<file path="src/sv/fzm_pkg.sv">
`timescale 1ns / 1ps
`default_nettype none
// ----------------------------------------------------------------------------
// fzm_pkg
// Shared types, codes and helpers for the fuzzy string match core.
// ----------------------------------------------------------------------------
package fzm_pkg;

  localparam int MAX_LEN_DEF = 64;
  localparam int EDW         = 7;   // edit distance port width
  localparam int THR_W       = 7;   // register width
  localparam int PCT_FULL    = 100;
  localparam logic [THR_W-1:0] THR_RST    = 7'd80;
  localparam logic [THR_W-1:0] MINSUB_RST = 7'd5;

  localparam logic [1:0] MODE_LOAD_A  = 2'd0;
  localparam logic [1:0] MODE_LOAD_B  = 2'd1;
  localparam logic [1:0] MODE_COMPARE = 2'd2;

  localparam logic REG_THRESHOLD = 1'b0;
  localparam logic REG_MIN_SUB   = 1'b1;

  typedef struct packed {
    logic load;       // take a load transfer
    logic start;      // take a compare transfer
    logic init_step;  // write one entry of the first row
    logic row_step;   // open a new row
    logic cell_wr;    // compute and write one cell
    logic scan_set;   // prepare the containment scan
    logic scan_mode;  // text reads follow the scan counters
    logic scan_cmp;   // compare one byte pair
    logic finish;     // load the result register and clear the strings
  } fzm_cmd_t;

  typedef struct packed {
    logic init_last;
    logic first_empty;
    logic second_empty;
    logic row_last;
    logic col_last;
    logic scan_skip;
    logic byte_eq;
    logic k_last;
    logic pos_last;
  } fzm_sts_t;

  function automatic logic [7:0] to_lower(input logic [7:0] c);
    if (c >= 8'h41 && c <= 8'h5A) begin
      to_lower = c + 8'd32;
    end else begin
      to_lower = c;
    end
  endfunction

endpackage
`default_nettype wire

</file>
<file path="src/sv/fzm_ctrl.sv">
`timescale 1ns / 1ps
`default_nettype none
// ----------------------------------------------------------------------------
// fzm_ctrl
// Sequencer: load handling, edit distance sweep, containment scan, result.
// ----------------------------------------------------------------------------
module fzm_ctrl (
  input  wire logic            clk_i,
  input  wire logic            rst_ni,
  input  wire logic            in_valid_i,
  input  wire logic [1:0]      in_mode_i,
  output logic                 in_ready_o,
  input  wire logic            out_ready_i,
  output logic                 out_valid_o,
  output fzm_pkg::fzm_cmd_t    cmd_o,
  input  wire fzm_pkg::fzm_sts_t sts_i
);
  import fzm_pkg::*;

  localparam logic [2:0] S_IDLE = 3'd0;
  localparam logic [2:0] S_INIT = 3'd1;
  localparam logic [2:0] S_ROW  = 3'd2;
  localparam logic [2:0] S_CRD  = 3'd3;
  localparam logic [2:0] S_CWR  = 3'd4;
  localparam logic [2:0] S_SSET = 3'd5;
  localparam logic [2:0] S_SRD  = 3'd6;
  localparam logic [2:0] S_SCMP = 3'd7;
  localparam logic [2:0] S_DONE = 3'd0; // never used as a code of its own

  logic [2:0] state_q, state_d;
  logic       done_q, done_d;
  logic       out_valid_q, out_valid_d;
  logic       out_free;

  assign out_free    = !out_valid_q || out_ready_i;
  assign out_valid_o = out_valid_q;
  assign in_ready_o  = (state_q == S_IDLE) && !done_q;

  always_comb begin
    state_d     = state_q;
    done_d      = done_q;
    out_valid_d = out_valid_q && !out_ready_i;
    cmd_o       = '0;
    cmd_o.scan_mode = (state_q == S_SRD) || (state_q == S_SCMP) || (state_q == S_SSET);
    case (state_q)
      S_IDLE: begin
        if (done_q) begin
          // wait for the result register to drain
          if (out_free) begin
            cmd_o.finish = 1'b1;
            out_valid_d  = 1'b1;
            done_d       = 1'b0;
          end
        end else if (in_valid_i) begin
          if (in_mode_i == MODE_COMPARE) begin
            cmd_o.start = 1'b1;
            state_d     = S_INIT;
          end else begin
            cmd_o.load = 1'b1;
          end
        end
      end
      S_INIT: begin
        cmd_o.init_step = 1'b1;
        if (sts_i.init_last) begin
          state_d = sts_i.first_empty ? S_SSET : S_ROW;
        end
      end
      S_ROW: begin
        cmd_o.row_step = 1'b1;
        if (!sts_i.second_empty) begin
          state_d = S_CRD;
        end else if (sts_i.row_last) begin
          state_d = S_SSET;
        end
      end
      S_CRD: begin
        state_d = S_CWR;
      end
      S_CWR: begin
        cmd_o.cell_wr = 1'b1;
        if (!sts_i.col_last) begin
          state_d = S_CRD;
        end else if (sts_i.row_last) begin
          state_d = S_SSET;
        end else begin
          state_d = S_ROW;
        end
      end
      S_SSET: begin
        cmd_o.scan_set = 1'b1;
        if (sts_i.scan_skip) begin
          state_d = S_DONE;
          done_d  = 1'b1;
        end else begin
          state_d = S_SRD;
        end
      end
      S_SRD: begin
        state_d = S_SCMP;
      end
      S_SCMP: begin
        cmd_o.scan_cmp = 1'b1;
        if ((sts_i.byte_eq && sts_i.k_last) || (!sts_i.byte_eq && sts_i.pos_last)) begin
          state_d = S_DONE;
          done_d  = 1'b1;
        end else begin
          state_d = S_SRD;
        end
      end
      default: begin
        state_d = S_IDLE;
      end
    endcase
  end

  always_ff @(posedge clk_i or negedge rst_ni) begin
    if (!rst_ni) begin
      state_q     <= S_IDLE;
      done_q      <= 1'b0;
      out_valid_q <= 1'b0;
    end else begin
      state_q     <= state_d;
      done_q      <= done_d;
      out_valid_q <= out_valid_d;
    end
  end

endmodule
`default_nettype wire

</file>
<file path="src/sv/fzm_dp.sv">
`timescale 1ns / 1ps
`default_nettype none
// ----------------------------------------------------------------------------
// fzm_dp
// Datapath: string memories, distance row memory, counters and result.
// ----------------------------------------------------------------------------
module fzm_dp #(
  parameter int MAX_LEN = fzm_pkg::MAX_LEN_DEF
) (
  input  wire logic                    clk_i,
  input  wire logic                    rst_ni,
  input  wire logic [1:0]              in_mode_i,
  input  wire logic [7:0]              in_char_byte_i,
  input  wire logic                    in_allow_substring_i,
  input  wire logic                    cfg_we_i,
  input  wire logic                    cfg_idx_i,
  input  wire logic [fzm_pkg::THR_W-1:0] cfg_data_i,
  input  wire fzm_pkg::fzm_cmd_t       cmd_i,
  output fzm_pkg::fzm_sts_t            sts_o,
  output logic                         out_is_match_o,
  output logic [fzm_pkg::EDW-1:0]      out_edit_distance_o,
  output logic                         out_ratio_passed_o,
  output logic                         out_substring_found_o,
  output logic                         out_truncated_o
);
  import fzm_pkg::*;

  localparam int LEN_W = $clog2(MAX_LEN + 1);
  localparam int IDX_W = (MAX_LEN > 1) ? $clog2(MAX_LEN) : 1;
  localparam int CW    = (LEN_W > THR_W) ? LEN_W : THR_W;
  localparam int PW    = LEN_W + THR_W;

  logic [7:0]       text_a [MAX_LEN];
  logic [7:0]       text_b [MAX_LEN];
  logic [LEN_W-1:0] row_mem [MAX_LEN+1];

  logic [THR_W-1:0] thr_q, minsub_q;
  logic [LEN_W-1:0] len_a_q, len_b_q;
  logic             ovf_q;
  logic [LEN_W-1:0] i_q, j_q, pos_q, k_q;
  logic [LEN_W-1:0] diag_q, left_q, dist_q;
  logic             allow_q, found_q, swap_q;
  logic [7:0]       rd_a_q, rd_b_q;
  logic [LEN_W-1:0] rd_row_q;

  logic             we_a, we_b;
  logic [7:0]       wd_txt;
  logic [IDX_W-1:0] ra_a, ra_b;
  logic             row_we;
  logic [LEN_W-1:0] row_wa, row_wd;
  logic [LEN_W:0]   c_up, c_left, c_sub, c_best;
  logic [LEN_W-1:0] hay_len, ndl_len, maxl, min_len;
  logic             floor_ok;
  logic [PW-1:0]    lhs, rhs;
  logic             ratio;

  assign wd_txt = to_lower(in_char_byte_i);
  assign we_a   = cmd_i.load && (in_mode_i == MODE_LOAD_A) && (len_a_q < LEN_W'(MAX_LEN));
  assign we_b   = cmd_i.load && (in_mode_i == MODE_LOAD_B) && (len_b_q < LEN_W'(MAX_LEN));

  // text read addresses: row byte and column byte, or hay and needle in the scan
  always_comb begin
    if (cmd_i.scan_mode) begin
      ra_a = swap_q ? IDX_W'(k_q) : IDX_W'(pos_q + k_q);
      ra_b = swap_q ? IDX_W'(pos_q + k_q) : IDX_W'(k_q);
    end else begin
      ra_a = IDX_W'(i_q - LEN_W'(1));
      ra_b = IDX_W'(j_q - LEN_W'(1));
    end
  end

  always_comb begin
    c_up   = {1'b0, rd_row_q} + 1'b1;
    c_left = {1'b0, left_q} + 1'b1;
    c_sub  = {1'b0, diag_q} + {{LEN_W{1'b0}}, (rd_a_q != rd_b_q)};
    c_best = c_up;
    if (c_left < c_best) begin
      c_best = c_left;
    end
    if (c_sub < c_best) begin
      c_best = c_sub;
    end
  end

  always_comb begin
    row_we = 1'b0;
    row_wa = j_q;
    row_wd = j_q;
    if (cmd_i.init_step) begin
      row_we = 1'b1;
    end else if (cmd_i.row_step) begin
      row_we = 1'b1;
      row_wa = '0;
      row_wd = i_q;
    end else if (cmd_i.cell_wr) begin
      row_we = 1'b1;
      row_wd = LEN_W'(c_best);
    end
  end

  always_ff @(posedge clk_i) begin
    if (we_a) begin
      text_a[IDX_W'(len_a_q)] <= wd_txt;
    end
    if (we_b) begin
      text_b[IDX_W'(len_b_q)] <= wd_txt;
    end
    rd_a_q <= text_a[ra_a];
    rd_b_q <= text_b[ra_b];
  end

  always_ff @(posedge clk_i) begin
    if (row_we) begin
      row_mem[row_wa] <= row_wd;
    end
    rd_row_q <= row_mem[j_q];
  end

  assign hay_len  = swap_q ? len_b_q : len_a_q;
  assign ndl_len  = swap_q ? len_a_q : len_b_q;
  assign maxl     = (len_a_q >= len_b_q) ? len_a_q : len_b_q;
  assign min_len  = (len_b_q > len_a_q) ? len_a_q : len_b_q;
  assign floor_ok = (CW'(len_a_q) >= CW'(minsub_q)) && (CW'(len_b_q) >= CW'(minsub_q));

  assign lhs   = PW'(maxl - dist_q) * PW'(PCT_FULL);
  assign rhs   = PW'(thr_q) * PW'(maxl);
  assign ratio = (maxl == '0) ? (thr_q <= THR_W'(PCT_FULL)) : (lhs >= rhs);

  always_comb begin
    sts_o              = '0;
    sts_o.init_last    = (j_q == len_b_q);
    sts_o.first_empty  = (len_a_q == '0);
    sts_o.second_empty = (len_b_q == '0);
    sts_o.row_last     = (i_q == len_a_q);
    sts_o.col_last     = (j_q == len_b_q);
    sts_o.scan_skip    = !floor_ok || (min_len == '0);
    sts_o.byte_eq      = (rd_a_q == rd_b_q);
    sts_o.k_last       = (k_q == ndl_len - LEN_W'(1));
    sts_o.pos_last     = (pos_q == hay_len - ndl_len);
  end

  always_ff @(posedge clk_i or negedge rst_ni) begin
    if (!rst_ni) begin
      thr_q    <= THR_RST;
      minsub_q <= MINSUB_RST;
      len_a_q  <= '0;
      len_b_q  <= '0;
      ovf_q    <= 1'b0;
    end else begin
      if (cfg_we_i) begin
        case (cfg_idx_i)
          REG_THRESHOLD: thr_q    <= cfg_data_i;
          REG_MIN_SUB:   minsub_q <= cfg_data_i;
          default: ;
        endcase
      end
      if (we_a) begin
        len_a_q <= len_a_q + LEN_W'(1);
      end
      if (we_b) begin
        len_b_q <= len_b_q + LEN_W'(1);
      end
      if (cmd_i.load && !we_a && !we_b &&
          (in_mode_i == MODE_LOAD_A || in_mode_i == MODE_LOAD_B)) begin
        ovf_q <= 1'b1;
      end
      if (cmd_i.finish) begin
        len_a_q <= '0;
        len_b_q <= '0;
        ovf_q   <= 1'b0;
      end
    end
  end

  always_ff @(posedge clk_i) begin
    if (cmd_i.start) begin
      allow_q <= in_allow_substring_i;
      j_q     <= '0;
      i_q     <= LEN_W'(1);
    end
    if (cmd_i.init_step) begin
      if (j_q == len_b_q) begin
        dist_q <= j_q;
      end else begin
        j_q <= j_q + LEN_W'(1);
      end
    end
    if (cmd_i.row_step) begin
      diag_q <= i_q - LEN_W'(1);
      left_q <= i_q;
      j_q    <= LEN_W'(1);
      if (len_b_q == '0) begin
        dist_q <= i_q;
        i_q    <= i_q + LEN_W'(1);
      end
    end
    if (cmd_i.cell_wr) begin
      left_q <= LEN_W'(c_best);
      diag_q <= rd_row_q;
      if (j_q == len_b_q) begin
        dist_q <= LEN_W'(c_best);
        i_q    <= i_q + LEN_W'(1);
      end else begin
        j_q <= j_q + LEN_W'(1);
      end
    end
    if (cmd_i.scan_set) begin
      // hay is the longer string; equal lengths compare either way round
      swap_q  <= (len_b_q > len_a_q);
      pos_q   <= '0;
      k_q     <= '0;
      found_q <= floor_ok && (min_len == '0);
    end
    if (cmd_i.scan_cmp) begin
      if (sts_o.byte_eq) begin
        if (sts_o.k_last) begin
          found_q <= 1'b1;
        end else begin
          k_q <= k_q + LEN_W'(1);
        end
      end else begin
        pos_q <= pos_q + LEN_W'(1);
        k_q   <= '0;
      end
    end
    if (cmd_i.finish) begin
      out_is_match_o        <= ratio || (allow_q && found_q);
      out_edit_distance_o   <= EDW'(dist_q);
      out_ratio_passed_o    <= ratio;
      out_substring_found_o <= found_q;
      out_truncated_o       <= ovf_q;
    end
  end

endmodule
`default_nettype wire

</file>
<file path="src/sv/fuzzy_string_match_core.sv">
`timescale 1ns / 1ps
`default_nettype none
// ----------------------------------------------------------------------------
// fuzzy_string_match_core
// Case-insensitive Levenshtein similarity and containment match of two strings.
// ----------------------------------------------------------------------------
//  channel  | signals                                  | transfer
//  in       | in_valid_i/in_ready_o, mode, byte, allow  | valid & ready
//  out      | out_valid_o/out_ready_i, five results      | valid & ready
//  cfg      | cfg_we_i, cfg_idx_i, cfg_data_i           | we high
//
// A load transfer appends one byte to its string, or flags truncation when the
// string is full. A compare writes the first row, runs the distance sweep over
// one row memory a cell at a time, sets up the containment scan, runs the
// byte-serial scan itself and loads the result register. Reset needs no
// clearing pass. Input is held off while a compare runs or while its result
// waits for the output register.
module fuzzy_string_match_core #(
  parameter int MAX_LEN = fzm_pkg::MAX_LEN_DEF
) (
  input  wire logic                      clk_i,
  input  wire logic                      rst_ni,
  input  wire logic                      in_valid_i,
  output logic                           in_ready_o,
  input  wire logic [1:0]                in_mode_i,
  input  wire logic [7:0]                in_char_byte_i,
  input  wire logic                      in_allow_substring_i,
  output logic                           out_valid_o,
  input  wire logic                      out_ready_i,
  output logic                           out_is_match_o,
  output logic [fzm_pkg::EDW-1:0]        out_edit_distance_o,
  output logic                           out_ratio_passed_o,
  output logic                           out_substring_found_o,
  output logic                           out_truncated_o,
  input  wire logic                      cfg_we_i,
  input  wire logic                      cfg_idx_i,
  input  wire logic [fzm_pkg::THR_W-1:0] cfg_data_i
);
  import fzm_pkg::*;

  fzm_cmd_t cmd;
  fzm_sts_t sts;

  fzm_ctrl u_ctrl (
    .clk_i       (clk_i),
    .rst_ni      (rst_ni),
    .in_valid_i  (in_valid_i),
    .in_mode_i   (in_mode_i),
    .in_ready_o  (in_ready_o),
    .out_ready_i (out_ready_i),
    .out_valid_o (out_valid_o),
    .cmd_o       (cmd),
    .sts_i       (sts)
  );

  fzm_dp #(
    .MAX_LEN (MAX_LEN)
  ) u_dp (
    .clk_i                 (clk_i),
    .rst_ni                (rst_ni),
    .in_mode_i             (in_mode_i),
    .in_char_byte_i        (in_char_byte_i),
    .in_allow_substring_i  (in_allow_substring_i),
    .cfg_we_i              (cfg_we_i),
    .cfg_idx_i             (cfg_idx_i),
    .cfg_data_i            (cfg_data_i),
    .cmd_i                 (cmd),
    .sts_o                 (sts),
    .out_is_match_o        (out_is_match_o),
    .out_edit_distance_o   (out_edit_distance_o),
    .out_ratio_passed_o    (out_ratio_passed_o),
    .out_substring_found_o (out_substring_found_o),
    .out_truncated_o       (out_truncated_o)
  );

endmodule
`default_nettype wire
</file>
<file path="config.mk">
export PLATFORM = sky130hd
export DESIGN_NAME = fuzzy_string_match_core
export DESIGN_NICKNAME = d
export VERILOG_FILES = /design/src/sv/fzm_pkg.sv /design/src/sv/fzm_ctrl.sv /design/src/sv/fzm_dp.sv /design/src/sv/fuzzy_string_match_core.sv
export SDC_FILE = /design/constraint.sdc
export NUM_CORES = 2
export LEC_CHECK = 0
export BUFFER_PORTS_ARGS = -buffer_cell sky130_fd_sc_hd__buf_2
export CORE_AREA = 2 2 484 486
export CTS_BUF_LIST = sky130_fd_sc_hd__clkbuf_2
export CTS_CLUSTER_SIZE = 28
export DETAILED_ROUTE_END_ITERATION = 10
export DIE_AREA = 0 0 486 488
export GPL_TIMING_DRIVEN = 0
export PLACE_DENSITY = 0.46
export SLEW_MARGIN = 30
export SYNTH_ARGS = -nofsm -noshare
export SYNTH_HDL_FRONTEND = slang
export SYNTH_SLANG_ARGS = --single-unit
</file>
<file path="constraint.sdc">
create_clock -name clk_i -period 8.7 [get_ports clk_i]
set_input_delay 0.435 -clock clk_i [delete_from_list [all_inputs] [get_ports clk_i]]
set_output_delay 0.435 -clock clk_i [all_outputs]
set_load 0.02 [all_outputs]
</file>
Word level (Yosys, flattened, before mapping)
Memory sizes are Yosys's and may differ from the RTL's. A register that Yosys moved wholly into a read port is not among the register bits.
Cells that the tools add are included.
{"block": "totals", "word_cells": 220, "mem_bits_rw": 1479, "register_bits": 97, "n_memories": 3}
{"memory": "u_dp.text_a", "depth": 64, "width": 8, "read_ports": 1, "rd_ports_with_merged_regs": 1, "write_ports": 1, "line": "fzm_dp.sv:33", "text": "logic [7:0] text_a [MAX_LEN];"}
{"memory": "u_dp.text_b", "depth": 64, "width": 8, "read_ports": 1, "rd_ports_with_merged_regs": 1, "write_ports": 1, "line": "fzm_dp.sv:34", "text": "logic [7:0] text_b [MAX_LEN];"}
{"memory": "u_dp.row_mem", "depth": 65, "width": 7, "read_ports": 1, "rd_ports_with_merged_regs": 1, "write_ports": 1, "line": "fzm_dp.sv:35", "text": "logic [LEN_W-1:0] row_mem [MAX_LEN+1];"}
{"block": "op_classes", "mul": 2, "eq_ne": 22, "reduce_logical": 44, "bitwise": 1, "mux": 97, "n_addsub": 16, "magnitude_cmp": 12}
{"cell": "7-bit 2-to-1 mux", "count": 42}
{"cell": "7-bit by 1-bit adder with 7-bit output (second input constant)", "count": 6}
{"cell": "1-bit 2-to-1 mux", "count": 33}
{"cell": "3-bit 2-to-1 mux", "count": 11}
{"cell": "7-bit == test", "count": 4}
{"cell": "7-bit zero test", "count": 4}
{"cell": "6-bit 2-to-1 mux", "count": 4}
{"cell": "3-bit one-hot mux with 8 select lines", "count": 1}
{"cell": "7-bit >= comparator", "count": 3}
{"cell": "7-bit by 1-bit adder with 8-bit output (second input constant)", "count": 2}
{"cell": "8-bit less-than comparator", "count": 2}
{"cell": "8-bit 2-to-1 mux", "count": 2}
{"cell": "1-bit logical AND", "count": 15}
{"cell": "14-bit >= comparator", "count": 1}
{"cell": "7-bit less-than comparator (second input constant)", "count": 2}
{"cell": "14-bit by 5-bit multiplier with 12-bit output (second input constant)", "count": 1}
{"cell": "7-bit by 7-bit multiplier with 14-bit output", "count": 1}
{"cell": "7-bit by 1-bit subtractor with 7-bit output (second input constant)", "count": 2}
{"cell": "3-bit == test (second input constant)", "count": 4}
{"cell": "2-bit != test (second input constant)", "count": 5}
{"cell": "7-bit by 1-bit adder with 8-bit output", "count": 1}
{"cell": "8-bit by 6-bit adder with 8-bit output (second input constant)", "count": 1}
{"cell": "8-bit == test", "count": 1}
{"cell": "8-bit by 7-bit >= comparator with 1-bit output (second input constant)", "count": 1}
{"cell": "other kinds (26)", "count": 45}

Longest topological paths before layout
{"block": "depth", "depth_word": 13, "mapped_depth": 37}

Modules after synthesis
Synthesis repeated with hierarchy kept, for this count alone.
{"block": "hier_totals", "hier_cells": 5197, "area_unflattened_um2": 69960.8}
{"mod": "fzm_dp", "seq_area_each_um2": 47135.2, "area_per_inst_um2": 69466.6, "cells_per_inst": 5137, "n_inst": 1}
{"mod": "fzm_ctrl", "seq_area_each_um2": 125.1, "area_per_inst_um2": 494.2, "cells_per_inst": 60, "n_inst": 1}

Least setup slack after synthesis
No wires, ideal clock.
{"block": "synth_timing", "path_kind": "register -> register", "from": "register u_dp.len_b_q[4]", "to": "register u_dp.out_is_match_o, data pin", "n_path_buf": 3, "path_stages_with_launch": 36, "path_slack_ps": 1097, "arrival_time_ps": 7349, "synth_period_minus_slack_ps": 7603, "cell_sequence": "dfrtp_1 > clkbuf_1 > buf_1 > inv_1 > ha_1 > clkbuf_1 > a21oi_1 > o21ai_0 > a21oi_2 > nor2_1 > a21oi_1 > nor2b_1 > fa_1 > inv_1 > fa_1 > inv_1 > fa_1 > inv_1 > fa_1 > inv_1 > ha_1 > nor3_1 > nor2_1 > a31oi_1 > nor2b_1 > o21ai_0 > nor2b_1 > xor2_1 > ha_1 > a21o_1 > a21o_1 > a21oi_1 > o31ai_1 > nor3_1 > mux2i_1 > a21o_1"}
{"block": "synth_via", "elab_chain_cells": 7}
{"element": "start, declared", "line": "fzm_dp.sv:38", "text": "logic [LEN_W-1:0] len_a_q, len_b_q;"}
{"element": "start signal, assigned", "line": "fzm_dp.sv:161", "text": "len_b_q <= len_b_q + LEN_W'(1);"}
{"element": "7-bit >= comparator", "line": "fzm_dp.sv:121", "text": "assign maxl = (len_a_q >= len_b_q) ? len_a_q : len_b_q;"}
{"element": "7-bit 2-to-1 mux (*)", "line": "fzm_dp.sv:121"}
{"element": "7-bit by 7-bit subtractor with 8-bit output", "line": "fzm_dp.sv:125", "text": "assign lhs = PW'(maxl - dist_q) * PW'(PCT_FULL);"}
{"element": "14-bit by 5-bit multiplier with 12-bit output", "line": "fzm_dp.sv:125"}
{"element": "14-bit >= comparator", "line": "fzm_dp.sv:127", "text": "assign ratio = (maxl == '0) ? (thr_q <= THR_W'(PCT_FULL)) : (lhs >= rhs);"}
{"element": "1-bit 2-to-1 mux (*)", "line": "fzm_dp.sv:127"}
{"element": "net u_dp.ratio", "line": "fzm_dp.sv:55", "text": "logic ratio;"}
{"element": "1-bit logical OR (*)", "line": "fzm_dp.sv:227", "text": "out_is_match_o <= ratio || (allow_q && found_q);"}
{"element": "end signal, assigned", "line": "fzm_dp.sv:227"}
{"element": "end, declared", "line": "fzm_dp.sv:20", "text": "output logic out_is_match_o,"}
The timed path passes the listed nets; every way through them passes the cells marked *.
A chain may end at the register's enable or synchronous reset.

Worst setup path in the final report
{"block": "layout_timing", "from": "register u_dp.len_a_q[0]", "to": "register u_dp.out_is_match_o, data pin"}
{"block": "layout_via", "elab_chain_cells": 7}
{"element": "start, declared", "line": "fzm_dp.sv:38"}
{"element": "start signal, assigned", "line": "fzm_dp.sv:158", "text": "len_a_q <= len_a_q + LEN_W'(1);"}
{"element": "7-bit >= comparator", "line": "fzm_dp.sv:121"}
{"element": "7-bit 2-to-1 mux (*)", "line": "fzm_dp.sv:121"}
{"element": "7-bit by 7-bit subtractor with 8-bit output", "line": "fzm_dp.sv:125"}
{"element": "14-bit by 5-bit multiplier with 12-bit output", "line": "fzm_dp.sv:125"}
{"element": "14-bit >= comparator", "line": "fzm_dp.sv:127"}
{"element": "1-bit 2-to-1 mux (*)", "line": "fzm_dp.sv:127"}
{"element": "net u_dp.ratio", "line": "fzm_dp.sv:55"}
{"element": "1-bit logical OR (*)", "line": "fzm_dp.sv:227"}
Marks and branches as above.

==> run_results.csv <==
group,metric,value,unit
sta,finalCritPeriodShare,95.30,%
yosys,synth_edf_count,1506,
floorplan,die_x,486,um
detailed_routing,drcViolationCount,0,
yosys,yosys.area_share.simple,8.814,%
clocking,cts_max_level,5,
yosys,syn-cell-area,69140,um2
flow_run,cap_violations,0,
setup_path,path_class,"flop to flop",
detailed_routing,vias_per_cell,5.071,
yosys,synth_cell_types,90,
yosys,synthAdderAreaFrac,3.290,%
sta,finalSetupViolCount,0,
sta,timing.fmax,120.6,MHz
detailed_routing,ant_nets,0,
yosys,synth_top_family_by_area,"compound AO/OA/AOI/OAI gates",
setup_path,required,10240,ps
yosys,synth_compound_area_share,8.829,%
setup_path,reg2reg_depth,33,
setup_path,critPathTopFamily,"adder cells",
sta,slew_headroom,17.70,%
clocking,clk_pin_slew,130,ps
placement,hpwl,146.7,mm
power_and_ir_drop,power_switching,0.01373,W
final_layout,drive_above_1_share,19.11,%
final_layout,post-route-util,33.95,%
global_route,grt_start_max_net_pins,80,
global_route,grt.overflow.total,0,
setup_path,cp_common_cell,"inv_1",
setup_path,end_kind,"flop",
sta,hold_ws,244.2,ps
final_layout,fin_area,78720,um2
yosys,async_flop_share,2.126,%
sta,finalCriticalPeriod,8291,ps
floorplan,die_y,488,um
yosys,yosys_warnings,0,
worst_hold_path,hp-class,"input port to flop",
setup_path,cp-start-kind,"flop",
global_route,grt_pass1_vias,45640,
power_and_ir_drop,power_density,376.2,nW/um2
clocking,cts-root-buf,"clkbuf_2",
setup_path,critPathBufInv,7,
setup_path,cpMaxStageDelayCell,"fa_1",
setup_path,crit_cells,33,
global_route,antenna_found_initial,3,
detailed_routing,firstDrtPassIters,5,
sta,drv_slew,0,
detailed_routing,wl_per_cell,24.34,um
power_and_ir_drop,pwr-share-comb,51.8,%
final_layout,synthToLayoutAreaGrowth,13.86,%
yosys,synth_top_flop_cell,"edfxtp_1",
sta,clock_skew,195.8,ps
sta,hold_viol,0,
power_and_ir_drop,swShare,46.35,%
detailed_routing,num_vias,44780,
global_route,grtUsageTotal,17.84,%
sta,rsz0062_at_grt,"no",
power_and_ir_drop,pwr-share-seq,31.1,%
clocking,insertion_delay,1870,ps
final_layout,fin_nets,5668,
sta,tightest_slew,1235,ps
clocking,ctsLongestPathBuffers,4,
yosys,synth_top_area_share,65.40,%
floorplan,fp-row-count,177,
outcome,status,"finished, final reports clean",
power_and_ir_drop,cellInternalPower,0.01589,W
yosys,syn_inst,4903,
setup_path,critPathArrivalTime,9830,ps
placement,placed_area,74070,um2
clocking,cts.sinks,1599,
detailed_routing,drtIter0Drc,4001,
yosys,avgSynthCellArea,14.10,um2
floorplan,dieArea,237200,um2
yosys,synth_top_cell_by_area,"edfxtp_1",
power_and_ir_drop,p_leak,27.14,nW
final_layout,final_common_cell,"edfxtp_1",
placement,gp_congestion,0.9057,
setup_path,cpPeakStageDelay,520,ps
floorplan,core_area,231900,um2
worst_hold_path,whs_path_depth,4,
clocking,cts_tree,"done",
yosys,synth_nets,5089,
yosys,ys_seq_area_share,68.35,%
setup_path,critPathMaxFanout,10,
global_route,grt_pass1_wl,312.2,mm
power_and_ir_drop,vdd_ir_drop_max,0.2217,mV
yosys,synth_area_leaders,"edfxtp_1 65%, mux4_2 5.0%, nand2_1 4.6%",
placement,portBuffers,36,
power_and_ir_drop,clkPwrFrac,17.2,%
clocking,cts_buffers,421,
floorplan,initial_core_util,29.82,%
yosys,ys_ff_latch,1599,
detailed_routing,drt_wl_total,215.0,mm
yosys,synthMuxAreaShare,6.976,%
final_layout,mostFrequentLayoutCells,"1,506 x edfxtp_1, 851 x nand2_1, 648 x clkbuf_2, 380 x a21oi_1, 299 x nor2_1",
yosys,synth_xor_area_share,1.325,%
floorplan,pin_count,37,
## sequential cells by signal, indices dropped and copies added (netlist names), 8 cells and up
register,count
u_dp.rd_a_q,8
u_dp.rd_b_q,8
u_dp.row_mem,455
u_dp.text_a,512
u_dp.text_b,512
## synth_stat cells (12+ instances only)
master,instances
a32oi_1,147
mux2_2,30
a221oi_1,21
a21oi_1,384
o2111ai_1,15
nand3_1,67
xnor2_1,59
nor2_1,312
nor2b_1,36
buf_2,87
o21ai_0,83
fa_1,33
nor3_1,37
inv_1,104
xor2_1,43
edfxtp_1,1506
o22ai_1,34
nand4_1,18
o31ai_1,13
mux2i_1,98
nand2b_1,12
nand2_1,851
clkbuf_1,148
a21o_1,22
dfxtp_1,59
a32o_1,83
o211ai_1,17
and3_1,16
dfrtp_1,30
buf_1,59
mux4_2,155
ha_1,129
and2_1,29
a22oi_1,13
## cells by family after synthesis
kind of cell | Yosys count
XOR/XNOR | 103
AND/OR/NAND/NOR | 1442
flip-flops | 1599
AO/OA/AOI/OAI | 906
buffers and inverters | 407
adder cells (fa/ha/maj) | 162
multiplexers | 284
## metrics by stage
step                total power [W]  cells  TNS (ps)  worst slack [ps]
floorplan                   0.01837   4903         0              1097
global placement            0.02436   7982  -1141550             -3834
detailed placement          0.02452   8014     -2367             -1254
CTS                         0.02973   8821         0             55.72
global route                0.03125   8828         0             19.95
finish                      0.02962   8831         0             409.2
## per-layer routing
metal | track usage [%] | wire length, um | vias up
met3 | 3.080 | 12670 | 435
met2 | 29.06 | 101400 | 1588
li1 | - | - | 20070
met4 | 6.402 | 7043 | 2
met1 | 23.88 | 93870 | 22680
met5 | 0 | 13 | -
## layout make-up
cell class,count,area (um2)
antenna,10,25.02
buffer,300,1299
clock buffer,639,3198
clock inverter,80,347.8
fill,22910,153100
inverter,106,400.4
multi-input combinational,2897,20450
sequential,1599,47260
tap,3043,3807
timing repair buffer,157,1936
## timing repair
action / in CTS / in global routing
hold buffers: 81 / 0
gates resized for setup: 16 / 13
hold endpoints to repair: 1625 / 0
buffers inserted: 7 / 1
endpoints found under the setup margin: 2 / 2
## power groups by stage
| stage | clock network, W | registers, W | logic, W |
|---|---|---|---|
| floorplan | 0 | 0.00936 | 0.00901 |
| global placement | 0 | 0.00952 | 0.0148 |
| detailed placement | 0 | 0.00938 | 0.0151 |
| CTS | 0.00526 | 0.00920 | 0.0153 |
| global route | 0.00564 | 0.00923 | 0.0164 |
| finish | 0.00508 | 0.00920 | 0.0153 |
## worst reg2reg max path, delay by kind of cell (launching register included)
kind,cells,cell delay [ps]
compound gates,9,1870
mux,2,430
flops,1,420
buf+inv,7,1090
fa+ha+maj,7,2920
xor+xnor,1,200
simple gates,7,1080
## final timing paths
kind	start	endpoint	slack, ps
hold / removal	in_char_byte_i[0]	u_dp.text_b[32][0]$_DFFE_PP_	240
setup / recovery	u_dp.len_a_q[0]$_DFFE_PN0P_	u_dp.out_is_match_o$_DFFE_PP_	410
max in group asynchronous	rst_ni	u_dp.minsub_q[0]$_DFFE_PN1P_	7660
setup reg to reg	u_dp.len_a_q[0]$_DFFE_PN0P_	u_dp.out_is_match_o$_DFFE_PP_	410
hold reg to reg	u_dp.ovf_q$_DFFE_PN0P_	u_dp.out_truncated_o$_DFFE_PP_	470
min in group asynchronous	rst_ni	u_dp.minsub_q[3]$_DFFE_PN0P_	710
Power figures use the tool's default switching activity.
